<file path="src/hdl/shabh_pkg.sv">
// Shared types, constants and round functions for the SHA-256 byte hasher.
package shabh_pkg;

    localparam int unsigned WORD_W   = 32;
    localparam int unsigned CHAIN_N  = 8;
    localparam int unsigned BLK_WRDS = 16;
    localparam int unsigned ROUNDS   = 64;

    localparam logic KIND_ABSORB = 1'b0;
    localparam logic KIND_FINISH = 1'b1;

    localparam logic [7:0] PAD_MARK = 8'h80;

    typedef enum logic [2:0] {
        S_IDLE,
        S_PAD,
        S_LOAD,
        S_ROUND,
        S_FOLD,
        S_ERD,
        S_EOUT,
        S_EWAIT
    } t_state;

    // Control from the sequencer to the compression datapath.
    typedef struct packed {
        logic       w_load;
        logic       v_load;
        logic       round;
        logic       v_shift;
        logic [5:0] rnd;
    } t_comp_ctrl;

    function automatic logic [31:0] ror32(input logic [31:0] v, input int unsigned n);
        ror32 = (v >> n) | (v << (32 - n));
    endfunction

    function automatic logic [31:0] big_s0(input logic [31:0] a);
        big_s0 = ror32(a, 2) ^ ror32(a, 13) ^ ror32(a, 22);
    endfunction

    function automatic logic [31:0] big_s1(input logic [31:0] e);
        big_s1 = ror32(e, 6) ^ ror32(e, 11) ^ ror32(e, 25);
    endfunction

    function automatic logic [31:0] sml_s0(input logic [31:0] x);
        sml_s0 = ror32(x, 7) ^ ror32(x, 18) ^ (x >> 3);
    endfunction

    function automatic logic [31:0] sml_s1(input logic [31:0] y);
        sml_s1 = ror32(y, 17) ^ ror32(y, 19) ^ (y >> 10);
    endfunction

    function automatic logic [31:0] shabh_iv(input logic [2:0] idx);
        unique case (idx)
            3'd0: shabh_iv = 32'h6a09e667;
            3'd1: shabh_iv = 32'hbb67ae85;
            3'd2: shabh_iv = 32'h3c6ef372;
            3'd3: shabh_iv = 32'ha54ff53a;
            3'd4: shabh_iv = 32'h510e527f;
            3'd5: shabh_iv = 32'h9b05688c;
            3'd6: shabh_iv = 32'h1f83d9ab;
            3'd7: shabh_iv = 32'h5be0cd19;
        endcase
    endfunction

    function automatic logic [31:0] shabh_k(input logic [5:0] idx);
        unique case (idx)
            6'd0:  shabh_k = 32'h428a2f98;  6'd1:  shabh_k = 32'h71374491;
            6'd2:  shabh_k = 32'hb5c0fbcf;  6'd3:  shabh_k = 32'he9b5dba5;
            6'd4:  shabh_k = 32'h3956c25b;  6'd5:  shabh_k = 32'h59f111f1;
            6'd6:  shabh_k = 32'h923f82a4;  6'd7:  shabh_k = 32'hab1c5ed5;
            6'd8:  shabh_k = 32'hd807aa98;  6'd9:  shabh_k = 32'h12835b01;
            6'd10: shabh_k = 32'h243185be;  6'd11: shabh_k = 32'h550c7dc3;
            6'd12: shabh_k = 32'h72be5d74;  6'd13: shabh_k = 32'h80deb1fe;
            6'd14: shabh_k = 32'h9bdc06a7;  6'd15: shabh_k = 32'hc19bf174;
            6'd16: shabh_k = 32'he49b69c1;  6'd17: shabh_k = 32'hefbe4786;
            6'd18: shabh_k = 32'h0fc19dc6;  6'd19: shabh_k = 32'h240ca1cc;
            6'd20: shabh_k = 32'h2de92c6f;  6'd21: shabh_k = 32'h4a7484aa;
            6'd22: shabh_k = 32'h5cb0a9dc;  6'd23: shabh_k = 32'h76f988da;
            6'd24: shabh_k = 32'h983e5152;  6'd25: shabh_k = 32'ha831c66d;
            6'd26: shabh_k = 32'hb00327c8;  6'd27: shabh_k = 32'hbf597fc7;
            6'd28: shabh_k = 32'hc6e00bf3;  6'd29: shabh_k = 32'hd5a79147;
            6'd30: shabh_k = 32'h06ca6351;  6'd31: shabh_k = 32'h14292967;
            6'd32: shabh_k = 32'h27b70a85;  6'd33: shabh_k = 32'h2e1b2138;
            6'd34: shabh_k = 32'h4d2c6dfc;  6'd35: shabh_k = 32'h53380d13;
            6'd36: shabh_k = 32'h650a7354;  6'd37: shabh_k = 32'h766a0abb;
            6'd38: shabh_k = 32'h81c2c92e;  6'd39: shabh_k = 32'h92722c85;
            6'd40: shabh_k = 32'ha2bfe8a1;  6'd41: shabh_k = 32'ha81a664b;
            6'd42: shabh_k = 32'hc24b8b70;  6'd43: shabh_k = 32'hc76c51a3;
            6'd44: shabh_k = 32'hd192e819;  6'd45: shabh_k = 32'hd6990624;
            6'd46: shabh_k = 32'hf40e3585;  6'd47: shabh_k = 32'h106aa070;
            6'd48: shabh_k = 32'h19a4c116;  6'd49: shabh_k = 32'h1e376c08;
            6'd50: shabh_k = 32'h2748774c;  6'd51: shabh_k = 32'h34b0bcb5;
            6'd52: shabh_k = 32'h391c0cb3;  6'd53: shabh_k = 32'h4ed8aa4a;
            6'd54: shabh_k = 32'h5b9cca4f;  6'd55: shabh_k = 32'h682e6ff3;
            6'd56: shabh_k = 32'h748f82ee;  6'd57: shabh_k = 32'h78a5636f;
            6'd58: shabh_k = 32'h84c87814;  6'd59: shabh_k = 32'h8cc70208;
            6'd60: shabh_k = 32'h90befffa;  6'd61: shabh_k = 32'ha4506ceb;
            6'd62: shabh_k = 32'hbef9a3f7;  6'd63: shabh_k = 32'hc67178f2;
        endcase
    endfunction

endpackage

</file>
<file path="src/hdl/shabh_ram.sv">
// Generic single-write, single-read RAM with registered read data.
module shabh_ram #(
    parameter int unsigned WIDTH = 32,
    parameter int unsigned DEPTH = 16
) (
    input  logic                     i_clk,
    input  logic                     i_we,
    input  logic [$clog2(DEPTH)-1:0] i_waddr,
    input  logic [WIDTH-1:0]         i_wdata,
    input  logic [$clog2(DEPTH)-1:0] i_raddr,
    output logic [WIDTH-1:0]         o_rdata
);

    logic [WIDTH-1:0] r_mem [DEPTH];
    logic [WIDTH-1:0] r_rdata;

    // Read returns the old contents on a same-address write.
    always_ff @(posedge i_clk) begin
        if (i_we) begin
            r_mem[i_waddr] <= i_wdata;
        end
        r_rdata <= r_mem[i_raddr];
    end

    assign o_rdata = r_rdata;

endmodule

</file>
<file path="src/hdl/shabh_comp.sv">
// Compression datapath: schedule window and working variables, one round a cycle.
module shabh_comp (
    input  logic                    i_clk,
    input  shabh_pkg::t_comp_ctrl   i_ctrl,
    input  logic [31:0]             i_blk_q,
    input  logic [31:0]             i_chain_q,
    output logic [31:0]             o_v0
);
    import shabh_pkg::*;

    logic [31:0] r_w [BLK_WRDS];
    logic [31:0] r_v [CHAIN_N];
    logic [31:0] w_next;
    logic [31:0] t1;
    logic [31:0] t2;

    always_comb begin
        w_next = sml_s1(r_w[14]) + r_w[9] + sml_s0(r_w[1]) + r_w[0];
        t1 = r_v[7] + big_s1(r_v[4]) + ((r_v[4] & r_v[5]) ^ (~r_v[4] & r_v[6]))
             + shabh_k(i_ctrl.rnd) + r_w[0];
        t2 = big_s0(r_v[0]) + ((r_v[0] & r_v[1]) ^ (r_v[0] & r_v[2]) ^ (r_v[1] & r_v[2]));
    end

    always_ff @(posedge i_clk) begin
        if (i_ctrl.w_load || i_ctrl.round) begin
            for (int i = 0; i < BLK_WRDS - 1; i++) begin
                r_w[i] <= r_w[i+1];
            end
            r_w[BLK_WRDS-1] <= i_ctrl.round ? w_next : i_blk_q;
        end
        if (i_ctrl.round) begin
            r_v[7] <= r_v[6];
            r_v[6] <= r_v[5];
            r_v[5] <= r_v[4];
            r_v[4] <= r_v[3] + t1;
            r_v[3] <= r_v[2];
            r_v[2] <= r_v[1];
            r_v[1] <= r_v[0];
            r_v[0] <= t1 + t2;
        end else if (i_ctrl.v_load || i_ctrl.v_shift) begin
            // Shift toward word 0; loading fills from the top with chain data.
            for (int i = 0; i < CHAIN_N - 1; i++) begin
                r_v[i] <= r_v[i+1];
            end
            r_v[CHAIN_N-1] <= i_chain_q;
        end
    end

    assign o_v0 = r_v[0];

endmodule

</file>
<file path="src/hdl/sha256_byte_stream_hasher_unit.sv">
// SHA-256 byte-stream hasher top: byte intake, padding, sequencer, digest output.
// Absorb request: the 64th byte of a block starts a compression (load from block/chain
// RAM, 64 rounds, fold-back) before the next request.
// Finish request: pad to the block end at one byte per cycle (up to 63), compress; when the
// length does not fit, pad 64 more bytes and compress again; digest words wait for ready.
// Reset clears control, fill count and bit length; chain words read as the initial values.
module sha256_byte_stream_hasher_unit (
    input  logic        i_clk,
    input  logic        i_rst_n,
    input  logic        s_axis_tvalid,
    output logic        s_axis_tready,
    input  logic [7:0]  s_axis_tdata,   // [7:0] data_byte
    input  logic        s_axis_tuser,   // [0] kind
    output logic        m_axis_tvalid,
    input  logic        m_axis_tready,
    output logic [39:0] m_axis_tdata,   // [31:0] digest_word, [34:32] word_index, zero fill
    output logic        m_axis_tlast
);
    import shabh_pkg::*;

    t_state       r_state;
    t_state       n_state;
    logic [5:0]   r_cnt;
    logic [5:0]   r_fill;
    logic [63:0]  r_bitlen;
    logic [23:0]  r_word;
    logic         r_fin;
    logic         r_len_ok;
    logic         r_last_blk;
    logic [2:0]   r_idx;
    logic [7:0]   r_chain_vld;
    logic         r_rd_sel;
    logic [2:0]   r_rd_addr;
    logic         r_out_vld;
    logic [31:0]  r_out_word;
    logic [2:0]   r_out_idx;

    t_comp_ctrl   comp_ctrl;
    logic         in_acc;
    logic         append;
    logic [7:0]   app_byte;
    logic [7:0]   len_byte;
    logic         blk_we;
    logic [31:0]  blk_q;
    logic         chain_we;
    logic [2:0]   chain_waddr;
    logic [31:0]  chain_wdata;
    logic [2:0]   chain_raddr;
    logic [31:0]  chain_ram_q;
    logic [31:0]  chain_q;
    logic [31:0]  v0;

    assign in_acc   = s_axis_tvalid && s_axis_tready;
    assign len_byte = r_bitlen[{~r_fill[2:0], 3'b000} +: 8];
    assign chain_q  = r_rd_sel ? chain_ram_q : shabh_iv(r_rd_addr);

    // Next state
    always_comb begin
        n_state = r_state;
        unique case (r_state)
            S_IDLE: begin
                if (in_acc) begin
                    if (r_fill == 6'd63) begin
                        n_state = S_LOAD;
                    end else if (s_axis_tuser == KIND_FINISH) begin
                        n_state = S_PAD;
                    end
                end
            end
            S_PAD: begin
                if (r_fill == 6'd63) begin
                    n_state = S_LOAD;
                end
            end
            S_LOAD: begin
                if (r_cnt == 6'd16) begin
                    n_state = S_ROUND;
                end
            end
            S_ROUND: begin
                if (r_cnt == 6'd63) begin
                    n_state = S_FOLD;
                end
            end
            S_FOLD: begin
                if (r_cnt == 6'd8) begin
                    priority if (!r_fin) begin
                        n_state = S_IDLE;
                    end else if (r_last_blk) begin
                        n_state = S_ERD;
                    end else begin
                        n_state = S_PAD;
                    end
                end
            end
            S_ERD:  n_state = S_EOUT;
            S_EOUT: n_state = S_EWAIT;
            S_EWAIT: begin
                if (m_axis_tready) begin
                    n_state = (r_idx == 3'd7) ? S_IDLE : S_ERD;
                end
            end
            default: n_state = S_IDLE;
        endcase
    end

    // Outputs of the sequencer
    always_comb begin
        s_axis_tready = (r_state == S_IDLE);
        append        = 1'b0;
        app_byte      = 8'h00;
        comp_ctrl     = '0;
        comp_ctrl.rnd = r_cnt;
        chain_we      = 1'b0;
        chain_waddr   = 3'(r_cnt - 6'd1);
        chain_wdata   = chain_q + v0;
        chain_raddr   = r_cnt[2:0];
        unique case (r_state)
            S_IDLE: begin
                append   = in_acc;
                app_byte = (s_axis_tuser == KIND_FINISH) ? PAD_MARK : s_axis_tdata;
            end
            S_PAD: begin
                append   = 1'b1;
                app_byte = (r_len_ok && r_fill[5:3] == 3'b111) ? len_byte : 8'h00;
            end
            S_LOAD: begin
                comp_ctrl.w_load = (r_cnt != 6'd0);
                comp_ctrl.v_load = (r_cnt != 6'd0) && (r_cnt <= 6'd8);
            end
            S_ROUND: comp_ctrl.round = 1'b1;
            S_FOLD: begin
                comp_ctrl.v_shift = (r_cnt != 6'd0);
                chain_we          = (r_cnt != 6'd0);
            end
            S_ERD:   chain_raddr = r_idx;
            S_EOUT:  ;
            S_EWAIT: ;
            default: ;
        endcase
        blk_we = append && (r_fill[1:0] == 2'b11);
    end

    always_ff @(posedge i_clk) begin
        if (!i_rst_n) begin
            r_state     <= S_IDLE;
            r_cnt       <= '0;
            r_fill      <= '0;
            r_bitlen    <= '0;
            r_fin       <= 1'b0;
            r_len_ok    <= 1'b0;
            r_last_blk  <= 1'b0;
            r_idx       <= '0;
            r_chain_vld <= '0;
            r_out_vld   <= 1'b0;
        end else begin
            r_state <= n_state;
            if (append) begin
                r_fill <= r_fill + 6'd1;
            end
            if (r_state == S_IDLE && in_acc) begin
                if (s_axis_tuser == KIND_FINISH) begin
                    r_fin    <= 1'b1;
                    r_len_ok <= (r_fill <= 6'd55);
                end else begin
                    r_bitlen <= r_bitlen + 64'd8;
                end
                r_last_blk <= 1'b0;
            end
            if (r_state == S_PAD && r_fill == 6'd63) begin
                r_last_blk <= r_len_ok;
            end
            // Advance the phase counter; restart it on every state change.
            if (n_state != r_state) begin
                r_cnt <= '0;
            end else if (r_state == S_LOAD || r_state == S_ROUND || r_state == S_FOLD) begin
                r_cnt <= r_cnt + 6'd1;
            end
            if (chain_we) begin
                r_chain_vld[chain_waddr] <= 1'b1;
            end
            if (r_state == S_FOLD && r_cnt == 6'd8 && r_fin) begin
                if (r_last_blk) begin
                    r_fin    <= 1'b0;
                    r_bitlen <= '0;
                    r_idx    <= '0;
                end else begin
                    r_len_ok <= 1'b1;
                end
            end
            // Drop the chain word once read out: it reads as the initial value again.
            if (r_state == S_ERD) begin
                r_chain_vld[r_idx] <= 1'b0;
            end
            if (r_state == S_EOUT) begin
                r_out_vld <= 1'b1;
            end
            if (r_state == S_EWAIT && m_axis_tready) begin
                r_out_vld <= 1'b0;
                r_idx     <= r_idx + 3'd1;
            end
        end
    end

    always_ff @(posedge i_clk) begin
        if (append) begin
            r_word <= {r_word[15:0], app_byte};
        end
        r_rd_sel  <= r_chain_vld[chain_raddr];
        r_rd_addr <= chain_raddr;
        if (r_state == S_EOUT) begin
            r_out_word <= chain_q;
            r_out_idx  <= r_idx;
        end
    end

    shabh_ram #(
        .WIDTH (32),
        .DEPTH (16)
    ) u_blk_ram (
        .i_clk   (i_clk),
        .i_we    (blk_we),
        .i_waddr (r_fill[5:2]),
        .i_wdata ({r_word, app_byte}),
        .i_raddr (r_cnt[3:0]),
        .o_rdata (blk_q)
    );

    shabh_ram #(
        .WIDTH (32),
        .DEPTH (8)
    ) u_chain_ram (
        .i_clk   (i_clk),
        .i_we    (chain_we),
        .i_waddr (chain_waddr),
        .i_wdata (chain_wdata),
        .i_raddr (chain_raddr),
        .o_rdata (chain_ram_q)
    );

    shabh_comp u_comp (
        .i_clk     (i_clk),
        .i_ctrl    (comp_ctrl),
        .i_blk_q   (blk_q),
        .i_chain_q (chain_q),
        .o_v0      (v0)
    );

    assign m_axis_tvalid = r_out_vld;
    assign m_axis_tdata  = {5'd0, r_out_idx, r_out_word};
    assign m_axis_tlast  = (r_out_idx == 3'd7);

    a_round_block_full: assert property (@(posedge i_clk) disable iff (!i_rst_n)
        (r_state == S_ROUND) |-> (r_fill == 6'd0))
        else $error("compression running on a partly filled block");

    a_emit_chain_written: assert property (@(posedge i_clk) disable iff (!i_rst_n)
        (r_state == S_ERD && r_idx == 3'd0) |-> (r_chain_vld == 8'hff))
        else $error("digest read before all chain words were folded");

    a_no_intake_on_output: assert property (@(posedge i_clk) disable iff (!i_rst_n)
        r_out_vld |-> !s_axis_tready)
        else $error("request taken while a digest word is pending");

    a_restart_after_digest: assert property (@(posedge i_clk) disable iff (!i_rst_n)
        (m_axis_tvalid && m_axis_tready && m_axis_tlast) |=>
            (r_chain_vld == 8'h00 && r_bitlen == 64'd0 && r_fill == 6'd0))
        else $error("hash state not restarted after the last digest word");

endmodule
</file>
<file path="config.mk">
export PLATFORM = sky130hd
export DESIGN_NAME = sha256_byte_stream_hasher_unit
export DESIGN_NICKNAME = d
export VERILOG_FILES = /design/src/hdl/shabh_pkg.sv /design/src/hdl/shabh_ram.sv /design/src/hdl/shabh_comp.sv /design/src/hdl/sha256_byte_stream_hasher_unit.sv
export SDC_FILE = /design/constraint.sdc
export NUM_CORES = 2
export LEC_CHECK = 0
export ABC_AREA = 0
export BUFFER_PORTS_ARGS = -buffer_cell sky130_fd_sc_hd__buf_2
export CAP_MARGIN = 20
export CELL_PAD_IN_SITES_DETAIL_PLACEMENT = 0
export CELL_PAD_IN_SITES_GLOBAL_PLACEMENT = 1
export CORE_MARGIN = 2
export CORE_UTILIZATION = 35
export CTS_CLUSTER_DIAMETER = 30
export CTS_CLUSTER_SIZE = 30
export DETAILED_ROUTE_END_ITERATION = 10
export GPL_TIMING_DRIVEN = 0
export PLACE_DENSITY_LB_ADDON = 0.1
export REMOVE_ABC_BUFFERS = 1
export SLEW_MARGIN = 0
export SYNTH_ARGS = -nofsm -noshare
export SYNTH_HDL_FRONTEND = slang
export SYNTH_SLANG_ARGS = --single-unit
</file>
<file path="constraint.sdc">
create_clock -name i_clk -period 31.2 [get_ports i_clk]
set_input_delay 6.24 -clock i_clk [delete_from_list [all_inputs] [get_ports i_clk]]
set_output_delay 6.24 -clock i_clk [all_outputs]
set_load 0.01 [all_outputs]
</file>
## Word level (Yosys, flattened, before mapping)

Memories as Yosys holds them, arrays and structs flattened. A register that Yosys moved wholly into a read port is not among the register bits.
Cells that the tools add are included.

- Word-level logic and storage cells: 192
- Output and inout bits: 43
- Flip-flop bits (word level): 154
- ROM bits: 2296
- Memories kept: 6
- Memory bits (writable): 1536

- Eq/ne operators: 16
- $lt $le $gt $ge: 7
- Bitwise gates (word level): 40
- Multiplexer cells: 69
- Reductions and logical operators: 23
- Shift-type cells: 1
- Add/subtract/negate cells: 16

Memories:

| memory | words | bits a word | read ports | clocked after Yosys merged registers in | write ports | RTL line | RTL |
|---|---|---|---|---|---|---|---|
| (no name shown) | 64 | 32 | 1 | 1 | 0 | shabh_pkg.sv:68 | `unique case (idx)` |
| u_blk_ram.r_mem | 16 | 32 | 1 | 1 | 1 | shabh_ram.sv:14 | `logic [WIDTH-1:0] r_mem [DEPTH];` |
| u_comp.r_w | 16 | 32 | 16 | 0 | 16 | shabh_comp.sv:11 | `logic [31:0] r_w [BLK_WRDS];` |
| u_chain_ram.r_mem | 8 | 32 | 1 | 1 | 1 | shabh_ram.sv:14 |  |
| u_comp.r_v | 8 | 32 | 8 | 0 | 8 | shabh_comp.sv:12 | `logic [31:0] r_v [CHAIN_N];` |
| (no name shown) | 8 | 31 | 1 | 1 | 0 | shabh_pkg.sv:55 | `unique case (idx)` |

Operators with widths:

| cell | number |
|---|---|
| 32-bit adder | 11 |
| 32-bit two-way mux | 10 |
| 32-bit XOR | 9 |
| 64-bit two-way mux | 4 |
| 32-bit bitwise AND | 5 |
| 64-bit by 4-bit adder with 64-bit output, second input constant | 1 |
| 64-bit by 7-bit indexed part select with 8-bit output | 1 |
| 3-bit two-way mux | 15 |
| 8-bit two-way mux | 5 |
| 32-bit NOT | 1 |
| 10-bit by 32-bit OR with 32-bit output | 1 |
| 13-bit by 32-bit OR with 32-bit output | 1 |
| 14-bit by 32-bit OR with 32-bit output | 1 |
| 15-bit by 32-bit OR with 32-bit output | 1 |
| 19-bit by 32-bit OR with 32-bit output | 1 |
| 21-bit by 32-bit OR with 32-bit output | 1 |
| 25-bit by 32-bit OR with 32-bit output | 1 |
| 26-bit by 32-bit OR with 32-bit output | 1 |
| 30-bit by 32-bit OR with 32-bit output | 1 |
| 7-bit by 32-bit OR with 32-bit output | 1 |
| 32-bit by 22-bit XOR with 32-bit output | 1 |
| 32-bit by 29-bit XOR with 32-bit output | 1 |
| 1-bit two-way mux | 26 |
| 3-bit one-hot mux with 8 select lines | 1 |
| other kinds (34) | 71 |

## Depth between registers and ports, before layout

- Depth in word-level cells: 10
- Gate-level depth with buffers: 31
- Gate-level depth less buffers: 30

## Modules after synthesis

A second synthesis with hierarchy kept.

- Cells, all modules: 5982
- Area total of the unflattened synthesis: 83252.3 µm²

Modules (own cells, without submodules):

| module | area each (µm²) | instances | cells each | sequential area each (µm²) |
|---|---|---|---|---|
| shabh_comp | 42764.8 | 1 | 3626 | 23062.1 |
| shabh_ram (u_blk_ram) | 19835.3 | 1 | 838 | 16015.4 |
| shabh_ram (u_chain_ram) | 10466.3 | 1 | 415 | 8328.0 |
| sha256_byte_stream_hasher_unit | 10186.0 | 1 | 1103 | 4214.0 |

## Least setup slack after synthesis

No wires, ideal clock.

- Kind: register to register
- Start: reg r_cnt[0]
- End: mem u_comp.r_w[0][0], enable pin
- Data arrival time: 25.650 ns
- Slack: 3.991 ns
- Library setup time: 1.560 ns
- Cell stages (with the launch flop): 7
- Required time: 29.640 ns
- Period minus slack after synthesis: 27.209 ns
- Cells stage by stage: dfxtp_1 -> clkbuf_1 -> inv_1 -> ha_1 -> or3b_1 -> nor3_1 -> a21oi_1

RTL lines:

| what | RTL line | RTL |
|---|---|---|
| start, declared | sha256_byte_stream_hasher_unit.sv:23 | `logic [5:0] r_cnt;` |
| start signal, assigned | sha256_byte_stream_hasher_unit.sv:177 | `r_cnt <= r_cnt + 6'd1;` |
| end, declared | shabh_comp.sv:11 |  |

==> run metrics <==
outcome finished clean; min Tclk post-route 10,310 ps; crit path kind in -> reg; Nets a little under 7k; Total GRT Usage 0.1994; gpl congestion 0.8730; most common cell after layout, fill and taps aside edfxtp_1; Critical Path Stages 13; Die X ~490 um; CTS buffer count 432; Max Clk Rate 97.01 MHz; Cells after Synth 6,219; length of the first detailed-routing pass in iterations 6; Core Area 235,600 sq um; worst r2r path cells 29; CTS resizes 0; Slew HR 0.2286; clock slew at reported path FFs 50 ps; max-slew violations 0; layout cell share with drive strength beyond 1 0.1768; worst hold path type reg -> reg; EDFF count, synth about 1.6k; count of final hold-check violations 0; number of global-route vias before repair between 50k and 60k; total gr overflow 0; Worst path most repeated cell a21oi_1; CP Launch Type input port; most frequent cells in the layout edfxtp_1 (1,595), nand2_1 (1,106), clkbuf_16 (440), xnor2_1 (309), o21ai_0 (263); post-synthesis average cell area 13.36 sq um; Routed Antenna Nets 0; Synth warnings 0; first-pass GRT wire length 353,800 um; RSZ-0062 raised after global routing false; Synth async-reset ratio 0; postcts setup bufs 0; clock tree buffer depth 4; Layout Skew 92.74 ps; Period Utilization, post-route 0.3304; DP HPWL 168,000 um; Via density 5.055; Max Cap Violations 0; setup tns final 0 ps; hold_buf cts 0; drt drc 0; hold_ws ~390 ps; prevailing post-synth register cell edfxtp_1; Clock Sinks around 1.8k; Min-Delay Path Depth 0; synthesized area slightly above 80,000 sq um; Final setup viols 0; Crit-path slowest cell ha_1; Starting Density 0.3525; CP max FO 28; Power Total 7.084 mW; Power Density between 60 and 70 nW/um^2; crit-path cells buf_2, a21oi_1, a211o_1, o211a_1, a21oi_1, or2_4, and2_4, nand2_4, ha_1, nand2_1, nand3_1, o311ai_0, a211oi_1; peak supply drop 0.04809 mV; Rows 178; die height 491.2 um; CTS root buf clkbuf_16; First DRT Iteration DRCs 4,127; final WL ~240,000 um; synth unique cells 95; die area 241,200 sq um; leakage 37.36 nW; H-tree depth 5; number of buffers added on ports 50; vias 50.80k; CP arrival 11,040 ps; initial antenna violation count 26; Worst EP required 31,930 ps; IO Pins between 50 and 60; crit-path leading delay family compound AO/OA/AOI/OAI gates; drt wl/cell approximately 24 um; CP peak stage delay 1130 ps; post-synthesis register bit count 1,813; largest net degree at the start of global routing approximately 120; CTS tree done; crit path buf inv count 1; sequential share of the synthesized area 0.6292; synth-to-layout area growth 24.33%; critical path capture point type register; Worst Tran Pin Value 1157 ps; worst skew pair latency ~990 ps
-- cell usage after synthesis (all sizes together), types with 21 or more instances --
master,instances,area share
nand3,240,0.015
nor2,232,0.011
mux2,62,0.0084
nor2b,23,0.0017
maj3,21,0.0025
and3,26,0.0020
clkbuf,261,0.012
o21a,23,0.0021
o21ai,292,0.018
a21oi,235,0.014
nand4,24,0.0018
a211oi,27,0.0026
or3,31,0.0023
a21o,99,0.0089
xor2,137,0.014
mux4,173,0.047
xnor2,314,0.033
a31oi,44,0.0033
inv,235,0.011
dfxtp,218,0.053
nand2b,33,0.0025
edfxtp,1595,0.58
nor3,61,0.0037
ha,186,0.028
nand2,1116,0.051
fa,188,0.045
buf,64,0.0044
-- stage by stage --
step	instance area (sq um)	std cells	util	setup slack [ps]
after floorplan	81730	5898	-	-1424
after global placement	85920	9098	0.3646	-14990
after detailed placement	88810	9254	0.3769	20000
after CTS	103200	10041	0.4381	21020
after global routing	103300	10046	0.4382	20870
final	103300	10050	0.4383	20890
-- registers in the layout, indices dropped and copies added, names as in the netlist, 24 cells and up, named ones only --
| signal | flops |
|---|---|
| u_blk_ram.r_mem | 512 |
| u_comp.r_v | 256 |
| u_blk_ram.o_rdata | 32 |
| r_word | 24 |
| r_bitlen | 61 |
| u_comp.r_w | 512 |
| u_chain_ram.o_rdata | 32 |
| r_out_word | 32 |
| u_chain_ram.r_mem | 256 |
-- layer usage --
metal	share of wire	wire [um]	track usage
met3	0.057	13820	0.04367
met1	0.47	113100	0.2850
met2	0.45	110200	0.3038
met5	0.00039	94	0
met4	0.023	5576	0.05763
-- report_power, final --
part           internal [mW]  switching, mW
combinational         0.0109         0.0180
clock                   3.04           1.36
sequential              2.64         0.0179
total                   5.69           1.40
-- final timing paths --
path                     start                 to  slack (ps)
max              s_axis_tvalid           register       20890
min          u_comp.r_w[13][6]  u_comp.r_w[12][6]         390
max reg2reg   u_comp.r_w[0][2]  u_comp.r_v[0][30]       22750
min reg2reg  u_comp.r_w[13][6]  u_comp.r_w[12][6]         390
-- final cells by class --
type	count	area, sq um
antenna	5	12.51
clock buffer	522	11480
clock inverter	265	2940
fill	21600	132400
inverter	236	900.9
multi-input combinational	3849	28870
sequential	1813	52270
tap	3150	3941
timing repair buffer	210	2849
-- cell families (layout without fill, tap and decap cells) --
family          Yosys count  in the layout  share of synthesized area
mux                     251            251                    0.05724
fa+ha+maj               395            395                    0.07586
compound gates          897            897                    0.06708
xor+xnor                452            452                    0.04783
flops                  1813           1813                     0.6292
other cells               1             10                 0.00004515
simple gates           1849           1849                    0.09585
buf+inv                 561           1233                    0.02690
(Power assumes the default switching activity.)
